$ cat src/rtl/csu_pkg.sv
// ----------------------------------------------------------------------------
// csu_pkg
// Shared widths, tag types and sequencing constants of the cosine similarity
// unit.
// ----------------------------------------------------------------------------
package csu_pkg;

	localparam int MAX_ELEMENTS = 4096;

	localparam int ELEM_W = 16;
	localparam int FRAC_W = 15;
	localparam int LIMB_W = 16;
	localparam int MUL_W  = ELEM_W + 1;
	localparam int PROD_W = 2 * MUL_W;

	// accumulator widths grow with the vector length
	localparam int DOT_W = 2 * ELEM_W + $clog2(MAX_ELEMENTS);
	localparam int MAG_W = DOT_W - 1;

	// long multiply operands, split into limbs
	localparam int OPA_LIMBS = 8;
	localparam int OPB_LIMBS = 4;
	localparam int OPA_W     = OPA_LIMBS * LIMB_W;
	localparam int OPB_W     = OPB_LIMBS * LIMB_W;
	localparam int IA_W      = $clog2(OPA_LIMBS);
	localparam int JB_W      = $clog2(OPB_LIMBS);
	localparam int ACC_W     = 2 * DOT_W + 2 * FRAC_W + 2;

	localparam logic [IA_W-1:0] NA_SQ  = IA_W'((DOT_W + LIMB_W - 1) / LIMB_W - 1);
	localparam logic [IA_W-1:0] NA_PRD = IA_W'((2 * MAG_W + LIMB_W - 1) / LIMB_W - 1);
	localparam logic [JB_W-1:0] NB_LAST = JB_W'((DOT_W + LIMB_W - 1) / LIMB_W - 1);

	localparam int BIT_W = $clog2(FRAC_W + 1);
	localparam logic [ELEM_W-1:0] Q_MAX   = ELEM_W'(1) << FRAC_W;
	localparam logic [ELEM_W-1:0] SIM_MAX = Q_MAX - ELEM_W'(1);

	// where a registered product goes on the cycle after it is formed
	typedef enum logic [2:0] {
		DST_NONE,
		DST_DOT,
		DST_MAGA,
		DST_MAGB,
		DST_ACC,
		DST_OPB
	} dst_t;

	typedef struct packed {
		dst_t            dst;
		logic [IA_W-1:0] limb_sh;
	} mul_tag_t;

endpackage

$ cat src/rtl/csu_if.sv
// ----------------------------------------------------------------------------
// csu_if
// Valid/ready channels of the cosine similarity unit: element pairs in,
// similarity results out.
// ----------------------------------------------------------------------------
interface csu_in_if;
	import csu_pkg::*;

	logic                     valid;
	logic                     ready;
	logic signed [ELEM_W-1:0] elem_a;
	logic signed [ELEM_W-1:0] elem_b;
	logic                     last_elem;

	modport source (output valid, output elem_a, output elem_b, output last_elem,
		input ready);
	modport sink (input valid, input elem_a, input elem_b, input last_elem,
		output ready);
endinterface

interface csu_out_if;
	import csu_pkg::*;

	logic                     valid;
	logic                     ready;
	logic signed [ELEM_W-1:0] similarity;
	logic                     zero_vector;

	modport source (output valid, output similarity, output zero_vector, input ready);
	modport sink (input valid, input similarity, input zero_vector, output ready);
endinterface

$ cat src/rtl/csu_mul.sv
// ----------------------------------------------------------------------------
// csu_mul
// Shared 17x17 signed multiplier with a registered product and a tag that
// tells the sequencer where the product is to be added.
// ----------------------------------------------------------------------------
module csu_mul (
	input  logic                                clk,
	input  logic                                arst_n,
	input  logic signed [csu_pkg::MUL_W-1:0]    x,
	input  logic signed [csu_pkg::MUL_W-1:0]    y,
	input  csu_pkg::mul_tag_t                   tag,
	output logic signed [csu_pkg::PROD_W-1:0]   prod_s1,
	output csu_pkg::mul_tag_t                   tag_s1
);
	import csu_pkg::*;

	always_ff @(posedge clk or negedge arst_n) begin
		if (!arst_n) begin
			tag_s1 <= '{dst: DST_NONE, limb_sh: '0};
		end else begin
			tag_s1 <= tag;
		end
	end

	always_ff @(posedge clk) begin
		prod_s1 <= x * y;
	end

endmodule

$ cat src/rtl/cosine_similarity_unit.sv
// ----------------------------------------------------------------------------
// cosine_similarity_unit
// Cosine similarity of two signed 16-bit vectors in signed Q1.15.
// ----------------------------------------------------------------------------
// Element pairs arrive on elems; the pair with last_elem set closes a vector
// and produces one result on result, after which the sums start again from
// zero. All multiplies run through one registered 17x17 multiplier: a
// non-last pair passes the accepting state, three products and the final
// add; the last pair then forms the quotient: two 9-product long
// multiplies form |dot|^2 and mag_a*mag_b, then a 16-step bit search on
// the result runs one 18-product long multiply per step whose candidate is
// at most 1.0. The block takes no new pair until that is done, but a finished
// result may wait in the output register while the next vector streams in.
// A zero magnitude gives 0 with zero_vector set; +1.0 saturates to 32767.
module cosine_similarity_unit (
	input  logic       clk,
	input  logic       arst_n,
	csu_in_if.sink     elems,
	csu_out_if.source  result
);
	import csu_pkg::*;

	typedef enum logic [13:0] {
		ST_IDLE  = 14'b00000000000001,
		ST_EAB   = 14'b00000000000010,
		ST_EAA   = 14'b00000000000100,
		ST_EBB   = 14'b00000000001000,
		ST_EACC  = 14'b00000000010000,
		ST_CHK   = 14'b00000000100000,
		ST_MUL   = 14'b00000001000000,
		ST_DRAIN = 14'b00000010000000,
		ST_LHS   = 14'b00000100000000,
		ST_PRD   = 14'b00001000000000,
		ST_BIT   = 14'b00010000000000,
		ST_TSQ   = 14'b00100000000000,
		ST_CMP   = 14'b01000000000000,
		ST_DONE  = 14'b10000000000000
	} state_t;

	state_t state_q;
	state_t ret_q;

	logic [IA_W-1:0] ia_q;
	logic [JB_W-1:0] jb_q;
	logic [IA_W-1:0] na_q;

	logic signed [DOT_W-1:0] dot_q;
	logic [MAG_W-1:0]        mag_a_q;
	logic [MAG_W-1:0]        mag_b_q;

	logic signed [ELEM_W-1:0] a_q;
	logic signed [ELEM_W-1:0] b_q;
	logic                     last_q;

	logic [OPA_LIMBS-1:0][LIMB_W-1:0] op_a_q;
	logic [OPB_LIMBS-1:0][LIMB_W-1:0] op_b_q;
	logic [ACC_W-1:0]                 acc_q;
	logic [ACC_W-1:0]                 lhs_q;
	logic [ELEM_W-1:0]                q_q;
	logic [ELEM_W-1:0]                t_q;
	logic [BIT_W-1:0]                 bit_q;
	logic                             neg_q;
	logic                             zero_q;

	logic                     out_valid_q;
	logic signed [ELEM_W-1:0] sim_q;
	logic                     zf_q;

	logic signed [MUL_W-1:0]  mul_x;
	logic signed [MUL_W-1:0]  mul_y;
	mul_tag_t                 mul_tag;
	logic signed [PROD_W-1:0] prod_s1;
	mul_tag_t                 tag_s1;

	logic [ELEM_W-1:0] t_cand;
	logic              t_skip;
	logic [DOT_W-1:0]  abs_dot;
	logic              mag_zero;
	logic              out_free;
	logic [ELEM_W-1:0] sim_next;

	assign t_cand   = q_q | (ELEM_W'(1) << bit_q);
	assign t_skip   = t_cand > Q_MAX;
	assign abs_dot  = dot_q[DOT_W-1] ? DOT_W'(-dot_q) : DOT_W'(dot_q);
	assign mag_zero = (mag_a_q == '0) || (mag_b_q == '0);
	assign out_free = !out_valid_q || result.ready;

	always_comb begin
		if (zero_q) begin
			sim_next = '0;
		end else if (neg_q) begin
			sim_next = ~q_q + ELEM_W'(1);
		end else begin
			sim_next = (q_q > SIM_MAX) ? SIM_MAX : q_q;
		end
	end

	// operand select for the shared multiplier
	always_comb begin
		mul_x   = '0;
		mul_y   = '0;
		mul_tag = '{dst: DST_NONE, limb_sh: '0};
		case (state_q)
			ST_EAB: begin
				mul_x   = MUL_W'(a_q);
				mul_y   = MUL_W'(b_q);
				mul_tag = '{dst: DST_DOT, limb_sh: '0};
			end
			ST_EAA: begin
				mul_x   = MUL_W'(a_q);
				mul_y   = MUL_W'(a_q);
				mul_tag = '{dst: DST_MAGA, limb_sh: '0};
			end
			ST_EBB: begin
				mul_x   = MUL_W'(b_q);
				mul_y   = MUL_W'(b_q);
				mul_tag = '{dst: DST_MAGB, limb_sh: '0};
			end
			ST_MUL: begin
				mul_x   = {1'b0, op_a_q[ia_q]};
				mul_y   = {1'b0, op_b_q[jb_q]};
				mul_tag = '{dst: DST_ACC, limb_sh: ia_q + IA_W'(jb_q)};
			end
			ST_BIT: begin
				if (!t_skip) begin
					mul_x   = {1'b0, t_cand};
					mul_y   = {1'b0, t_cand};
					mul_tag = '{dst: DST_OPB, limb_sh: '0};
				end
			end
			default: begin
			end
		endcase
	end

	csu_mul u_mul (
		.clk     (clk),
		.arst_n  (arst_n),
		.x       (mul_x),
		.y       (mul_y),
		.tag     (mul_tag),
		.prod_s1 (prod_s1),
		.tag_s1  (tag_s1)
	);

	always_ff @(posedge clk or negedge arst_n) begin
		if (!arst_n) begin
			state_q     <= ST_IDLE;
			ret_q       <= ST_IDLE;
			ia_q        <= '0;
			jb_q        <= '0;
			out_valid_q <= 1'b0;
			dot_q       <= '0;
			mag_a_q     <= '0;
			mag_b_q     <= '0;
		end else begin
			case (tag_s1.dst)
				DST_DOT:  dot_q   <= dot_q + DOT_W'(prod_s1);
				DST_MAGA: mag_a_q <= mag_a_q + MAG_W'(prod_s1);
				DST_MAGB: mag_b_q <= mag_b_q + MAG_W'(prod_s1);
				default: begin
				end
			endcase

			// drop the result once its transaction completes
			if (result.ready) begin
				out_valid_q <= 1'b0;
			end

			case (state_q)
				ST_IDLE: begin
					if (elems.valid) begin
						state_q <= ST_EAB;
					end
				end
				ST_EAB:  state_q <= ST_EAA;
				ST_EAA:  state_q <= ST_EBB;
				ST_EBB:  state_q <= ST_EACC;
				ST_EACC: state_q <= last_q ? ST_CHK : ST_IDLE;
				ST_CHK: begin
					if (mag_zero) begin
						state_q <= ST_DONE;
					end else begin
						ret_q   <= ST_LHS;
						state_q <= ST_MUL;
					end
				end
				ST_MUL: begin
					if (jb_q == NB_LAST) begin
						jb_q <= '0;
						if (ia_q == na_q) begin
							ia_q    <= '0;
							state_q <= ST_DRAIN;
						end else begin
							ia_q <= ia_q + IA_W'(1);
						end
					end else begin
						jb_q <= jb_q + JB_W'(1);
					end
				end
				ST_DRAIN: state_q <= ret_q;
				ST_LHS: begin
					ret_q   <= ST_PRD;
					state_q <= ST_MUL;
				end
				ST_PRD: state_q <= ST_BIT;
				ST_BIT: begin
					if (t_skip) begin
						if (bit_q == '0) begin
							state_q <= ST_DONE;
						end
					end else begin
						ret_q   <= ST_CMP;
						state_q <= ST_TSQ;
					end
				end
				ST_TSQ: state_q <= ST_MUL;
				ST_CMP: state_q <= (bit_q == '0) ? ST_DONE : ST_BIT;
				ST_DONE: begin
					if (out_free) begin
						out_valid_q <= 1'b1;
						dot_q       <= '0;
						mag_a_q     <= '0;
						mag_b_q     <= '0;
						state_q     <= ST_IDLE;
					end
				end
				default: state_q <= ST_IDLE;
			endcase
		end
	end

	always_ff @(posedge clk) begin
		if (elems.valid && elems.ready) begin
			a_q    <= elems.elem_a;
			b_q    <= elems.elem_b;
			last_q <= elems.last_elem;
		end

		if (tag_s1.dst == DST_ACC) begin
			acc_q <= acc_q + (ACC_W'(prod_s1[2*LIMB_W-1:0]) << (LIMB_W * tag_s1.limb_sh));
		end
		if (tag_s1.dst == DST_OPB) begin
			op_b_q <= OPB_W'(prod_s1[2*LIMB_W-1:0]);
		end

		case (state_q)
			ST_CHK: begin
				neg_q  <= dot_q[DOT_W-1];
				zero_q <= mag_zero;
				op_a_q <= OPA_W'(abs_dot);
				op_b_q <= OPB_W'(abs_dot);
				na_q   <= NA_SQ;
				acc_q  <= '0;
			end
			ST_LHS: begin
				// dot^2 scaled by 2^30 is the fixed side of the search
				lhs_q  <= acc_q << (2 * FRAC_W);
				op_a_q <= OPA_W'(mag_a_q);
				op_b_q <= OPB_W'(mag_b_q);
				na_q   <= NA_SQ;
				acc_q  <= '0;
			end
			ST_PRD: begin
				op_a_q <= OPA_W'(acc_q[2*MAG_W-1:0]);
				na_q   <= NA_PRD;
				q_q    <= '0;
				bit_q  <= BIT_W'(FRAC_W);
			end
			ST_BIT: begin
				t_q   <= t_cand;
				acc_q <= '0;
				if (t_skip) begin
					bit_q <= bit_q - BIT_W'(1);
				end
			end
			ST_CMP: begin
				if (acc_q <= lhs_q) begin
					q_q <= t_q;
				end
				bit_q <= bit_q - BIT_W'(1);
			end
			ST_DONE: begin
				if (out_free) begin
					sim_q <= sim_next;
					zf_q  <= zero_q;
				end
			end
			default: begin
			end
		endcase
	end

	assign elems.ready        = (state_q == ST_IDLE);
	assign result.valid       = out_valid_q;
	assign result.similarity  = sim_q;
	assign result.zero_vector = zf_q;

endmodule

$ cat src/flat_wrapper.sv
// flat-port wrapper written by rule: the top's interface ports become plain ports
module cosine_similarity_unit_flat import csu_pkg::*;
  (clk, arst_n, elems_valid, elems_elem_a, elems_elem_b, elems_last_elem, elems_ready, result_valid, result_similarity, result_zero_vector, result_ready);
  csu_in_if elems_i ();
  csu_out_if result_i ();
  input  logic clk;
  input  logic arst_n;
  input wire logic [$bits(elems_i.valid)-1:0] elems_valid;
  input wire logic [$bits(elems_i.elem_a)-1:0] elems_elem_a;
  input wire logic [$bits(elems_i.elem_b)-1:0] elems_elem_b;
  input wire logic [$bits(elems_i.last_elem)-1:0] elems_last_elem;
  output wire logic [$bits(elems_i.ready)-1:0] elems_ready;
  output wire logic [$bits(result_i.valid)-1:0] result_valid;
  output wire logic [$bits(result_i.similarity)-1:0] result_similarity;
  output wire logic [$bits(result_i.zero_vector)-1:0] result_zero_vector;
  input wire logic [$bits(result_i.ready)-1:0] result_ready;
  assign elems_i.valid = elems_valid;
  assign elems_i.elem_a = elems_elem_a;
  assign elems_i.elem_b = elems_elem_b;
  assign elems_i.last_elem = elems_last_elem;
  assign elems_ready = elems_i.ready;
  assign result_valid = result_i.valid;
  assign result_similarity = result_i.similarity;
  assign result_zero_vector = result_i.zero_vector;
  assign result_i.ready = result_ready;
  cosine_similarity_unit u_core (.clk(clk), .arst_n(arst_n), .elems(elems_i), .result(result_i));
endmodule
$ cat config.mk
export PLATFORM = sky130hd
export DESIGN_NAME = cosine_similarity_unit_flat
export DESIGN_NICKNAME = d
export VERILOG_FILES = /design/src/rtl/csu_pkg.sv /design/src/rtl/csu_if.sv /design/src/rtl/csu_mul.sv /design/src/rtl/cosine_similarity_unit.sv /design/src/flat_wrapper.sv
export SDC_FILE = /design/constraint.sdc
export NUM_CORES = 2
export LEC_CHECK = 0
export BUFFER_PORTS_ARGS = -buffer_cell sky130_fd_sc_hd__buf_2
export CAP_MARGIN = 20
export CORE_MARGIN = 4
export CORE_UTILIZATION = 38
export CTS_CLUSTER_DIAMETER = 100
export CTS_CLUSTER_SIZE = 30
export DETAILED_ROUTE_END_ITERATION = 6
export GPL_TIMING_DRIVEN = 0
export PLACE_DENSITY = 0.6
export SYNTH_ARGS = -nofsm -noshare
export SYNTH_HDL_FRONTEND = slang
export SYNTH_SLANG_ARGS = --single-unit
$ cat constraint.sdc
create_clock -name clk -period 14.75 [get_ports clk]
set_clock_uncertainty 0.2 [all_clocks]
set_input_delay 2.2125 -clock clk [delete_from_list [all_inputs] [get_ports clk]]
set_output_delay 2.2125 -clock clk [all_outputs]
set_load 0.01 [all_outputs]
==> reports/metrics.csv <==
stage;metric;value;unit
status;status;finished clean;
clocking;cts_root_buffer;clkbuf_16;
layout;final_common_cell;nand2_1;
critical_path;cp-startpoint;u_core.state_q[11]$_DFFE_PN0P_;
clocking;postCtsHoldBufs;0;
yosys;synth_area_leader_cell;edfxtp_1;
critical_path;startpoint_type;register;
layout;final_cell_mix;707 x nand2_1, 561 x a21oi_1, 543 x nor2_1;
layout;regArea;16400;µm²
clocking;clkTransAtPathRegs;0.12;ns
route;vias;47600;
global_route;antenna_found_initial;7;
critical_path;slowest_stage;nor3b_2;
critical_path;crit_path_end_kind;register;
floorplan;die_area;147000;µm²
yosys;synth_top_flop_cell;edfxtp_1;
layout;multi_input_area;34200;µm²
floorplan;rows;137;
critical_path;crit_path_end;u_core.u_mul.prod_s1[32]$_DFF_P_;
yosys;synthArstFlopShare;0.256;
floorplan;die_h;383;µm
placement;io_buffers;55;
floorplan;start_util;0.383;
yosys;ys_types;85;
clocking;cts_setup_buffers;0;
power_and_ir_drop;power-per-cell-area;104;nW/µm²
yosys;yosysWarningCount;0;
global_route;grt_max_degree;84;
critical_path;cp_data_required_time;15.11;ns
critical_path;r2r_end;u_core.u_mul.prod_s1[32]$_DFF_P_;
power_and_ir_drop;leakage;25.5;nW
placement;hpwl;164000;µm
yosys;synth_area_leaders;edfxtp_1 17%, fa_1 11%, ha_1 10%;
route;wl_per_cell;25.3;µm
sta;relSlewSlack;0.166;
floorplan;dieWidth;383;µm
critical_path;ff2ff_setup_slack;3.52;ns
yosys;synth_edf_count;310;
flow_run;maxCapViolCount;0;
floorplan;io_pins;56;
sta;setup_violations;0;
floorplan;fp.coreArea;140000;µm²
global_route;grt_pass1_vias;45600;
placement;dp_cells;8096;
yosys;ys_ff_latch;624;
global_route;grt_usage;0.276;
sta;fin_crit_sh;0.762;
critical_path;path_common_cell;fa_1;
sta;tightest_slew;1.25;ns
route;via_per_inst;5.83;
critical_path;reg2reg_from;u_core.state_q[11]$_DFFE_PN0P_;
power_and_ir_drop;power;5.99;mW
layout;stdcell_count;8167;
clocking;htree_levels;2;
sta;finalHoldViolCount;0;
route;finalWirelength;207000;µm
clocking;tritoncts;yes;
clocking;cts_sinks;624;
critical_path;reg2regPathDepth;33;
hold_path;hold_path.class;register to register;
clocking;clk_path_buf_depth;3;
placement;globalplace.congestion;1.03;
yosys;synth.top_cell.area_share;0.174;
sta;rsz0062_at_grt;no;
yosys;syn_area;53600;µm²
critical_path;cpPeakStageDelay;0.72;ns
sta;drv_slew;0;
layout;syn_to_final_growth;8.04;%
layout;fillCellCount;13900;
power_and_ir_drop;peakVddDrop;0.0937;mV
global_route;overflow;0;
route;drc_errors;0;
sta;max_freq;89.0;MHz
critical_path;cp_max_fo;10;
yosys;syn-instance-count;6142;
global_route;grt_pass1_wl;303000;µm
layout;nets;7030;
route;drt_iter0_drc;5621;
yosys;avgSynthCellArea;8.72;µm²
clocking;cts.repair.resized;0;
sta;tns;0;ns
critical_path;arrival;11.59;ns
sta;period_minus_slack;11.23;ns
layout;layout-drive-gt1-share;0.0372;
clocking;insertion_delay;0.67;ns
critical_path;worstSetupPathType;register to register;
route;drtAntennaViolNets;0;
clocking;numCtsBuffers;35;
yosys;syn-num-nets;6911;
route;drt_pre_antenna_iters;7;
yosys;ys_seq_area_frac;0.306;
## report_power, final
group / switching (mW) / internal, mW
combinational: 1.50 / 0.755
sequential: 0.484 / 2.02
clock: 0.724 / 0.517
total: 2.70 / 3.29
## worst max-delay path: cells and delay by family, from the launching register on
| kind | cells | cell delay [ns] |
|---|---|---|
| AO/OA/AOI/OAI | 9 | 2.45 |
| XOR/XNOR | 1 | 0.18 |
| adder cells (fa/ha/maj) | 7 | 3.17 |
| buffers and inverters | 7 | 1.77 |
| flip-flops | 1 | 0.44 |
| AND/OR/NAND/NOR | 9 | 2.92 |
## sequential cells by signal, summed over array words and instances, names as in the netlist, 6 cells and up
register	count
u_core.mag_a_q	43
u_core.q_q	16
u_core.lhs_q	90
u_core.a_q	16
u_core.op_b_q	44
u_core.op_a_q	86
u_core.mag_b_q	43
u_core.acc_q	120
u_core.result.similarity	16
u_core.t_q	16
u_core.dot_q	44
u_core.u_mul.prod_s1	34
u_core.state_q	14
u_core.b_q	16
u_core.u_mul.tag_s1	6
## stage by stage
stage	cell area, µm²	utilization	worst slack [ns]	hold WS, ns
6_report	57900	0.414	3.52	0.282
4_1_cts	57800	0.414	3.63	0.284
2_1_floorplan	53600	-	4.82	0.223
3_3_place_gp	56200	0.402	2.15	0.250
3_5_place_dp	56600	0.405	3.69	0.258
5_1_grt	57900	0.414	2.92	0.307
## logic make-up after synthesis
| logic type | count (synthesis) | share of synthesized area |
|---|---|---|
| compound gates | 1636 | 0.188 |
| xor+xnor | 295 | 0.0482 |
| fa+ha+maj | 732 | 0.213 |
| buf+inv | 805 | 0.0564 |
| flops | 624 | 0.306 |
| mux | 63 | 0.0157 |
| simple gates | 1987 | 0.172 |
## cells in the mapped netlist (all sizes together), types with 82 or more instances
| library cell | count |
|---|---|
| a21o | 149 |
| a21oi | 561 |
| a22oi | 103 |
| and2 | 110 |
| clkbuf | 263 |
| dfrtp | 158 |
| dfxtp | 154 |
| edfxtp | 310 |
| fa | 301 |
| ha | 431 |
| inv | 526 |
| nand2 | 709 |
| nand3 | 82 |
| nand4 | 101 |
| nor2 | 543 |
| o21ai | 386 |
| xnor2 | 167 |
| xor2 | 128 |
## layout make-up
class	count	share of cell area
Antenna cell	4	0.000173
Buffer	277	0.0181
Clock buffer	43	0.0166
Clock inverter	20	0.00534
Inverter	528	0.0342
Multi-Input combinational cell	4713	0.591
Sequential cell	624	0.283
Tap cell	1876	0.0406
Timing Repair Buffer	82	0.0106
## routing by layer
metal | wire, µm | vias up | global-route usage
met1 | 87700 | 23200 | 0.381
met2 | 87000 | 2260 | 0.412
met3 | 19200 | 428 | 0.0511
li1 | - | 21700 | -
met4 | 12900 | 0 | 0.139
met5 | 0 | - | 0
## worst min path at each step
stage	depth (start not counted)	slack, ns	end	startpoint
2_1_floorplan	0	0.22	u_core.neg_q$_DFFE_PP_	u_core.dot_q[43]$_DFF_PN0_
3_3_place_gp	1	0.25	u_core.ret_q[9]$_DFFE_PN0P_	u_core.ret_q[9]$_DFFE_PN0P_
3_5_place_dp	1	0.26	u_core.ret_q[9]$_DFFE_PN0P_	u_core.ret_q[9]$_DFFE_PN0P_
4_1_cts	1	0.28	u_core.ret_q[9]$_DFFE_PN0P_	u_core.ret_q[9]$_DFFE_PN0P_
5_1_grt	1	0.31	u_core.ret_q[0]$_DFFE_PN1P_	u_core.ret_q[0]$_DFFE_PN1P_
6_report	1	0.28	u_core.ret_q[9]$_DFFE_PN0P_	u_core.ret_q[9]$_DFFE_PN0P_
Power figures use the tool's default switching activity.
